`src/design/rmbv_pkg.sv`:
```
`default_nettype none
// ----------------------------------------------------------------------------
// rmbv_pkg
// Shared types and constants for the root manifest block validator.
// ----------------------------------------------------------------------------
package rmbv_pkg;

  // "TSFM" read as a little-endian word
  localparam logic [31:0] MagicLe = 32'h4D465354;
  // flag bit that marks a block's records as unnamed
  localparam int unsigned UnnamedBit = 28;
  // position of the flag bit inside the 64-bit block header store
  localparam int unsigned UnnamedHdrBit = 32 + UnnamedBit;
  // record sizes in bytes
  localparam int unsigned NamedRecord = 28;
  localparam int unsigned UnnamedRecord = 20;
  // header counts that announce the long header, and its length
  localparam logic [31:0] LongHeaderTotal = 32'd24;
  localparam logic [31:0] LongHeaderNamed = 32'd1;
  localparam logic [4:0] LongHeaderLen = 5'd24;
  // manifest header end position and block header length
  localparam logic [4:0] ShortHeaderLen = 5'd12;
  localparam logic [4:0] MagicLen = 5'd4;
  localparam logic [3:0] BlockHdrLen = 4'd12;
  localparam logic [3:0] BlockHdrKept = 4'd8;
  // width of the record byte countdown
  localparam int unsigned BodyWidth = 37;

  // result status codes
  typedef enum logic [1:0] {
    StatusOk       = 2'd0,
    StatusShortHdr = 2'd1,
    StatusTrunc    = 2'd2,
    StatusMismatch = 2'd3
  } status_e;

  // one result of the validator
  typedef struct packed {
    status_e     status;
    logic        legacy_mode;
    logic [31:0] total_count;
    logic [31:0] named_count;
  } result_t;

endpackage
`default_nettype wire

```
`src/design/root_manifest_block_validator.sv`:
```
`default_nettype none
// ----------------------------------------------------------------------------
// root_manifest_block_validator
// Checks a root manifest streamed one byte per request and reports its
// layout, file counts and status on the final byte.
// ----------------------------------------------------------------------------
// The block takes one manifest byte per clock cycle for as long as the result
// side keeps up. Each byte is held in an input register while the parser
// state is updated; when the byte marked last steps out of the input register,
// the result is written to the output register, so each result passes through
// both registers, and the following byte starts a new manifest with no gap.
// Input stalls only while a finished result is still held at the output and
// the next final byte is waiting behind it.
module root_manifest_block_validator (
  input  wire logic        clk_i,
  input  wire logic        rst_ni,
  input  wire logic        in_valid_i,
  output logic             in_stall_o,
  input  wire logic [7:0]  data_byte_i,
  input  wire logic        last_byte_i,
  output logic             out_valid_o,
  input  wire logic        out_stall_i,
  output logic [1:0]       status_o,
  output logic             legacy_mode_o,
  output logic [31:0]      total_count_o,
  output logic [31:0]      named_count_o
);

  logic              in_valid_q;
  logic [7:0]        in_byte_q;
  logic              in_last_q;
  logic              out_valid_q;
  rmbv_pkg::result_t result_q;
  rmbv_pkg::result_t parse_result;
  logic              out_free;
  logic              step;
  logic              in_accept;

  // handshake between the input register and the output register
  assign out_free   = !out_valid_q || !out_stall_i;
  assign step       = in_valid_q && (!in_last_q || out_free);
  assign in_stall_o = in_valid_q && !step;
  assign in_accept  = in_valid_i && !in_stall_o;

  // input register
  always_ff @(posedge clk_i or negedge rst_ni) begin
    if (!rst_ni) begin
      in_valid_q <= 1'b0;
    end else if (in_accept) begin
      in_valid_q <= 1'b1;
    end else if (step) begin
      in_valid_q <= 1'b0;
    end
  end

  always_ff @(posedge clk_i) begin
    if (in_accept) begin
      in_byte_q <= data_byte_i;
      in_last_q <= last_byte_i;
    end
  end

  rmbv_parse u_parse (
    .clk_i       (clk_i),
    .rst_ni      (rst_ni),
    .step_i      (step),
    .data_byte_i (in_byte_q),
    .last_byte_i (in_last_q),
    .result_o    (parse_result)
  );

  // result register
  always_ff @(posedge clk_i or negedge rst_ni) begin
    if (!rst_ni) begin
      out_valid_q <= 1'b0;
    end else if (step && in_last_q) begin
      out_valid_q <= 1'b1;
    end else if (!out_stall_i) begin
      out_valid_q <= 1'b0;
    end
  end

  always_ff @(posedge clk_i) begin
    if (step && in_last_q) begin
      result_q <= parse_result;
    end
  end

  assign out_valid_o   = out_valid_q;
  assign status_o      = result_q.status;
  assign legacy_mode_o = result_q.legacy_mode;
  assign total_count_o = result_q.total_count;
  assign named_count_o = result_q.named_count;

endmodule
`default_nettype wire

```
`src/design/rmbv_parse.sv`:
```
`default_nettype none
// ----------------------------------------------------------------------------
// rmbv_parse
// Byte-wise parser state: magic check, manifest headers, block headers and
// record skipping, with the result worked out on the final byte.
// ----------------------------------------------------------------------------
module rmbv_parse (
  input  wire logic             clk_i,
  input  wire logic             rst_ni,
  input  wire logic             step_i,
  input  wire logic [7:0]       data_byte_i,
  input  wire logic             last_byte_i,
  output rmbv_pkg::result_t     result_o
);

  typedef enum logic [4:0] {
    PhMagic    = 5'b00001,
    PhHead     = 5'b00010,
    PhLongHead = 5'b00100,
    PhBlkHdr   = 5'b01000,
    PhBody     = 5'b10000
  } phase_e;

  localparam int unsigned BW = rmbv_pkg::BodyWidth;

  phase_e        phase_q, phase_d;
  logic [4:0]    pos_q, pos_d;
  logic          legacy_q, legacy_d;
  logic [31:0]   exp_total_q, exp_total_d;
  logic [31:0]   exp_named_q, exp_named_d;
  logic [63:0]   hdr_q, hdr_d;
  logic [3:0]    hdr_idx_q, hdr_idx_d;
  logic [BW-1:0] body_q, body_d;
  logic [31:0]   sum_total_q, sum_total_d;
  logic [31:0]   sum_named_q, sum_named_d;

  logic [2:0]    k;
  logic [4:0]    kl;
  logic [31:0]   blk_count;
  logic          blk_unnamed;
  logic [BW-1:0] count_ext;
  logic [BW-1:0] blk_body;

  // record bytes of the current block, by constant shifts
  assign blk_count   = hdr_q[31:0];
  assign blk_unnamed = !legacy_q && hdr_q[rmbv_pkg::UnnamedHdrBit];
  assign count_ext   = {{(BW-32){1'b0}}, blk_count};
  assign blk_body    = blk_unnamed ? ((count_ext << 4) + (count_ext << 2))
                                   : ((count_ext << 5) - (count_ext << 2));

  // next state and result
  always_comb begin
    phase_d     = phase_q;
    pos_d       = pos_q;
    legacy_d    = legacy_q;
    exp_total_d = exp_total_q;
    exp_named_d = exp_named_q;
    hdr_d       = hdr_q;
    hdr_idx_d   = hdr_idx_q;
    body_d      = body_q;
    sum_total_d = sum_total_q;
    sum_named_d = sum_named_q;
    k           = '0;
    kl          = '0;
    result_o    = '0;

    case (phase_q)
      PhMagic: begin
        k = {1'b0, pos_q[1:0]};
        hdr_d[{k, 3'b000} +: 8] = data_byte_i;
        pos_d = {3'b000, pos_q[1:0]} + 5'd1;
        if (pos_d == rmbv_pkg::MagicLen) begin
          if (hdr_d[31:0] == rmbv_pkg::MagicLe) begin
            phase_d = PhHead;
          end else begin
            legacy_d  = 1'b1;
            hdr_idx_d = 4'd4;
            phase_d   = PhBlkHdr;
          end
        end
      end
      PhHead: begin
        k = pos_q[2:0] - 3'd4;
        if (!k[2]) begin
          exp_total_d[{k[1:0], 3'b000} +: 8] = data_byte_i;
        end else begin
          exp_named_d[{k[1:0], 3'b000} +: 8] = data_byte_i;
        end
        pos_d = {2'b00, k} + 5'd5;
        if (pos_d == rmbv_pkg::ShortHeaderLen) begin
          if (exp_total_d == rmbv_pkg::LongHeaderTotal &&
              exp_named_d == rmbv_pkg::LongHeaderNamed) begin
            exp_total_d = '0;
            exp_named_d = '0;
            phase_d     = PhLongHead;
          end else begin
            hdr_d     = '0;
            hdr_idx_d = '0;
            phase_d   = PhBlkHdr;
          end
        end
      end
      PhLongHead: begin
        kl = pos_q - rmbv_pkg::ShortHeaderLen;
        if (kl > 5'd11) begin
          kl = 5'd11;
        end
        if (kl < 5'd4) begin
          exp_total_d[{kl[1:0], 3'b000} +: 8] = data_byte_i;
        end else if (kl < 5'd8) begin
          exp_named_d[{kl[1:0], 3'b000} +: 8] = data_byte_i;
        end
        pos_d = kl + 5'd13;
        if (pos_d == rmbv_pkg::LongHeaderLen) begin
          hdr_d     = '0;
          hdr_idx_d = '0;
          phase_d   = PhBlkHdr;
        end
      end
      PhBlkHdr: begin
        if (hdr_idx_q < rmbv_pkg::BlockHdrKept) begin
          hdr_d[{hdr_idx_q[2:0], 3'b000} +: 8] = data_byte_i;
        end
        hdr_idx_d = hdr_idx_q + 4'd1;
        // block header complete: add the counts, then skip its records
        if (hdr_idx_d >= rmbv_pkg::BlockHdrLen) begin
          sum_total_d = sum_total_q + blk_count;
          if (!blk_unnamed) begin
            sum_named_d = sum_named_q + blk_count;
          end
          hdr_d     = '0;
          hdr_idx_d = '0;
          phase_d   = PhBlkHdr;
          if (blk_body != '0) begin
            body_d  = blk_body;
            phase_d = PhBody;
          end
        end
      end
      PhBody: begin
        body_d = body_q - {{(BW-1){1'b0}}, 1'b1};
        if (body_d == '0) begin
          hdr_d     = '0;
          hdr_idx_d = '0;
          phase_d   = PhBlkHdr;
        end
      end
      default: begin
        phase_d = PhMagic;
      end
    endcase

    // result on the final byte
    if (phase_d == PhMagic || phase_d == PhHead || phase_d == PhLongHead) begin
      result_o.status = rmbv_pkg::StatusShortHdr;
    end else begin
      result_o.legacy_mode = legacy_d;
      if (phase_d == PhBody || hdr_idx_d != '0) begin
        result_o.status = rmbv_pkg::StatusTrunc;
      end else if (legacy_d) begin
        result_o.status      = rmbv_pkg::StatusOk;
        result_o.total_count = sum_total_d;
        result_o.named_count = sum_total_d;
      end else if (sum_total_d != exp_total_d || sum_named_d != exp_named_d) begin
        result_o.status      = rmbv_pkg::StatusMismatch;
        result_o.total_count = sum_total_d;
        result_o.named_count = sum_named_d;
      end else begin
        result_o.status      = rmbv_pkg::StatusOk;
        result_o.total_count = exp_total_d;
        result_o.named_count = exp_named_d;
      end
    end

    // a manifest ends on its final byte: start over
    if (last_byte_i) begin
      phase_d     = PhMagic;
      pos_d       = '0;
      legacy_d    = 1'b0;
      exp_total_d = '0;
      exp_named_d = '0;
      hdr_d       = '0;
      hdr_idx_d   = '0;
      body_d      = '0;
      sum_total_d = '0;
      sum_named_d = '0;
    end
  end

  // parser state registers
  always_ff @(posedge clk_i or negedge rst_ni) begin
    if (!rst_ni) begin
      phase_q     <= PhMagic;
      pos_q       <= '0;
      legacy_q    <= 1'b0;
      exp_total_q <= '0;
      exp_named_q <= '0;
      hdr_q       <= '0;
      hdr_idx_q   <= '0;
      body_q      <= '0;
      sum_total_q <= '0;
      sum_named_q <= '0;
    end else if (step_i) begin
      phase_q     <= phase_d;
      pos_q       <= pos_d;
      legacy_q    <= legacy_d;
      exp_total_q <= exp_total_d;
      exp_named_q <= exp_named_d;
      hdr_q       <= hdr_d;
      hdr_idx_q   <= hdr_idx_d;
      body_q      <= body_d;
      sum_total_q <= sum_total_d;
      sum_named_q <= sum_named_d;
    end
  end

endmodule
`default_nettype wire

```
`config.mk`:
```
export PLATFORM = sky130hd
export DESIGN_NAME = root_manifest_block_validator
export DESIGN_NICKNAME = d
export VERILOG_FILES = /design/src/design/rmbv_pkg.sv /design/src/design/root_manifest_block_validator.sv /design/src/design/rmbv_parse.sv
export SDC_FILE = /design/constraint.sdc
export NUM_CORES = 1
export LEC_CHECK = 0
export BUFFER_PORTS_ARGS = -buffer_cell sky130_fd_sc_hd__buf_4
export CAP_MARGIN = 20
export CORE_UTILIZATION = 51
export CTS_BUF_LIST = sky130_fd_sc_hd__clkbuf_4
export DETAILED_ROUTE_END_ITERATION = 12
export PLACE_DENSITY_LB_ADDON = 0.3
export SLEW_MARGIN = 20
export SYNTH_ARGS = -nofsm -noshare
export SYNTH_HDL_FRONTEND = slang
export SYNTH_SLANG_ARGS = --single-unit
```
`constraint.sdc`:
```
create_clock -name clk_i -period 6.25 [get_ports clk_i]
set_input_delay 0.625 -clock clk_i [delete_from_list [all_inputs] [get_ports clk_i]]
set_output_delay 0.625 -clock clk_i [all_outputs]
set_load 0.02 [all_outputs]
```
==> results.yml <==
status:
  outcome: "finished clean"
synthesis:
  syn_nets: 3323
  synth_top_area_share_pct: 20.9
  syn_area_sq_um: 25600
  async_reset_ff_share_pct: 73.9
  synth_fa_ha_area_share_pct: 7.13
  synth-simple-area-share_pct: 21.1
  synth_ff_type: "dfrtp_1"
  synth.distinct_cells: 110
  avgSynthCellArea_sq_um: 8.08
  synthMuxAreaShare_pct: 2.04
  synthCells: 3166
  ys_ff_latch: 291
  seq_area_frac_synth_pct: 29.9
  synthTopCellsByArea: "dfrtp_1 21%, edfxtp_1 8.9%, ha_1 6.9%"
  synth_edf_count: 76
  synth-xor-area-share_pct: 5.68
  synth_compound_area_share_pct: 29.5
  synth_area_leader_cell: "dfrtp_1"
  yosys_warnings: 0
  synth_top_family_by_area: "compound AO/OA/AOI/OAI gates"
layout:
  layout.area.seq_sq_um: 7660
  final_util_pct: 58.3
  drive_gt1_share_pct: 14.1
  area_delta_synth_final_pct: 12.2
  final.fill_count: 4565
  finalNetCount: 3459
  multi_input_area_sq_um: 16800
clock_network:
  cts_root_buf: "clkbuf_4"
  cts.sinks: 291
  clock_latency_ns: 0.89
  cts_tree: "built"
  clock_path_buffers: 3
  clkTransAtPathRegs_ns: 0.08
  numCtsBuffers: 88
  postCtsSetupBuffers: 0
  cts_max_level: 3
worst_setup_path:
  end_kind: "flip-flop"
  worstPathRequired_ns: 6.86
  worst_setup_path_start_kind: "flip-flop"
  critical_path_class: "reg -> reg"
  cp_max_fo: 8
  critical_path_arrival_ns: 6.31
die:
  fp.dieH_um: 226
  ios: 82
  die_x_um: 226
  std_cell_rows: 81
  start_util_pct: 52.0
  coreArea_sq_um: 49300
  dieArea_sq_um: 51100
power_and_ir_drop:
  pwr_density_cell_nw_per_um2: 335
  peakVddDrop_uv: 264
  p_leak_nw: 12.3
timing:
  worstMarginPinSlew_ns: 1.10
  slew_headroom_pct: 24.9
  tns_ns: 0
  setup_viol: 0
  finalHoldViolations: 0
  fin_skew_ns: 0.0755
  slew_violations: 0
  whs_ns: 0.379
  fmax_ghz: 0.175
  rsz0062_at_grt: "false"
  period_share_pct: 91.2
  post-route-min-period_ns: 5.70
route:
  wl_per_cell_um: 28.0
  drt_iter0_drc: 3625
  wl_um: 113000
  first_pass_iters: 8
  vias: 28000
  routed_via_density: 6.92
  drtAntennaViolNets: 0
  drc: 0
global_route:
  grt_antenna_before_repair: 3
  grt_first_pass_wirelength_um: 166000
  grt_use_total_pct: 43.9
  grt_pass1_vias: 26400
  grt-ovfl-total: 0
  grt_max_degree: 102
place:
  port_buffers: 81
  hpwl_um: 83600
  place_congestion: 1.03
worst_hold_path:
  min_path_type: "in -> async"
flow_run:
  drv_cap: 0
cells by family after synthesis:
logic type	count (synthesis)
flip-flops	291
XOR/XNOR	165
buffers and inverters	290
multiplexers	51
AND/OR/NAND/NOR	1106
adder cells (fa/ha/maj)	144
AO/OA/AOI/OAI	1119
power breakdown:
group / total (mW) / internal, mW / leakage [nW] / switching, mW
clock: 2.03 / 1.07 / 0.687 / 0.955
combinational: 5.25 / 1.88 / 7.87 / 3.37
sequential: 2.33 / 2.09 / 3.70 / 0.231
total: 9.60 / 5.05 / 12.3 / 4.55
synth_stat cells (10+ instances only):
cell type	instances
nand2_1	340
nor2_1	296
o21ai_0	263
a21oi_1	245
dfrtp_1	214
clkbuf_1	150
ha_1	141
a22o_1	109
xnor2_1	94
inv_1	93
nand3_1	87
edfxtp_1	76
nor3_1	74
xor2_1	70
a21o_1	55
nand4_1	45
a31oi_1	44
mux2i_1	41
o21ai_1	39
and3_1	38
a22oi_1	36
and2_1	34
nor4_1	34
nand2b_1	30
a211oi_1	28
o211ai_1	28
a211oi_2	27
buf_2	25
o21a_1	21
o22ai_1	21
nor2b_1	18
o21bai_1	17
o31ai_1	16
a221o_1	13
or3_1	13
a2111oi_0	12
a221oi_1	12
a211o_1	11
and4_1	10
nand3b_1	10
o2111ai_1	10
o211a_1	10
per-layer routing:
layer  track usage [%]  vias to the layer above  share of wire, %
met5                 0                        -                 0
met4              31.4                        0               8.5
met3              11.5                      504                12
met2              66.1                     1959                43
met1              54.2                    13300                37
li1                  -                    12200                 -
cell type report:
| cell class | instances | area share (%) |
|---|---|---|
| Antenna cell | 6 | 0.0523 |
| Timing Repair Buffer | 242 | 6.55 |
| Clock inverter | 28 | 0.680 |
| Inverter | 94 | 1.23 |
| Sequential cell | 291 | 26.7 |
| Tap cell | 664 | 2.89 |
| Multi-Input combinational cell | 2585 | 58.5 |
| Clock buffer | 130 | 3.40 |
through the flow:
stage	instances	total power, mW	cell area [sq um]	worst slack (ns)
2_1_floorplan	3166	5.78	25600	1.28
3_3_place_gp	3864	7.33	27400	0.379
3_5_place_dp	3864	7.37	27400	0.623
4_1_cts	4034	9.42	28700	0.631
5_1_grt	4038	10.1	28700	0.164
6_report	4040	9.60	28700	0.547
state kept, by name, indices dropped and copies added, names as in the netlist, 2 cells and up:
register	count
total_count_o	32
u_parse.exp_total_q	32
u_parse.sum_named_q	32
u_parse.sum_total_q	32
status_o	2
u_parse.exp_named_q	32
u_parse.body_q	37
in_byte_q	8
u_parse.pos_q	5
u_parse.phase_q	5
u_parse.hdr_q	33
named_count_o	32
u_parse.hdr_idx_q	4
worst max-delay path, cell delays in order, from the launching register on:
cell and delay, ns:
dfrtp_1 0.51, ha_1 0.30, fa_1 0.47, a211oi_1 0.34
o21ai_0 0.22, a221oi_1 0.62, o21a_1 0.22, o211ai_1 0.18
a211o_1 0.37, a2111o_1 0.45, and3_1 0.20, a2111oi_1 0.77
o2111ai_1 0.23, nor3_1 0.23, nand4b_1 0.12, nor2_1 0.15
o31ai_1 0.10
cell usage in the layout (no fill, tap or decap), types with 40 or more instances in the layout:
master,instances
a21o_1,55
edfxtp_1,76
a22o_1,108
nor3_1,74
nand2_1,339
dfrtp_1,214
a21oi_1,245
mux2i_1,41
xnor2_1,94
ha_1,141
nand3_1,87
nor2_1,294
xor2_1,70
inv_1,93
clkbuf_4,130
o21ai_0,262
a31oi_1,44
o21ai_1,40
buf_4,227
nand4_1,45
timing repair:
| action | CTS | global route |
|---|---|---|
| resized for setup | 0 | 0 |
| endpoints found under the hold margin | 109 | 0 |
| hold buffers | 12 | 0 |
worst paths after layout:
path | cells after the start | slack (ns) | start | end
setup / recovery | 16 | 0.55 | u_parse.hdr_q[0]$_DFFE_PN0P_ | status_o[1]$_SDFFCE_PP0P_
hold / removal | 2 | 0.38 | rst_ni | u_parse.exp_total_q[8]$_DFFE_PN0P_
setup reg to reg | 16 | 0.55 | u_parse.hdr_q[0]$_DFFE_PN0P_ | status_o[1]$_SDFFCE_PP0P_
hold reg to reg | 2 | 0.52 | u_parse.sum_total_q[30]$_DFFE_PN0P_ | u_parse.sum_total_q[30]$_DFFE_PN0P_
max in group asynchronous | 3 | 4.35 | rst_ni | u_parse.hdr_q[25]$_DFFE_PN0P_
min in group clk_i | 2 | 0.49 | data_byte_i[5] | in_byte_q[5]$_DFFE_PP_
Note: power is estimated with default switching activity, not from simulation.
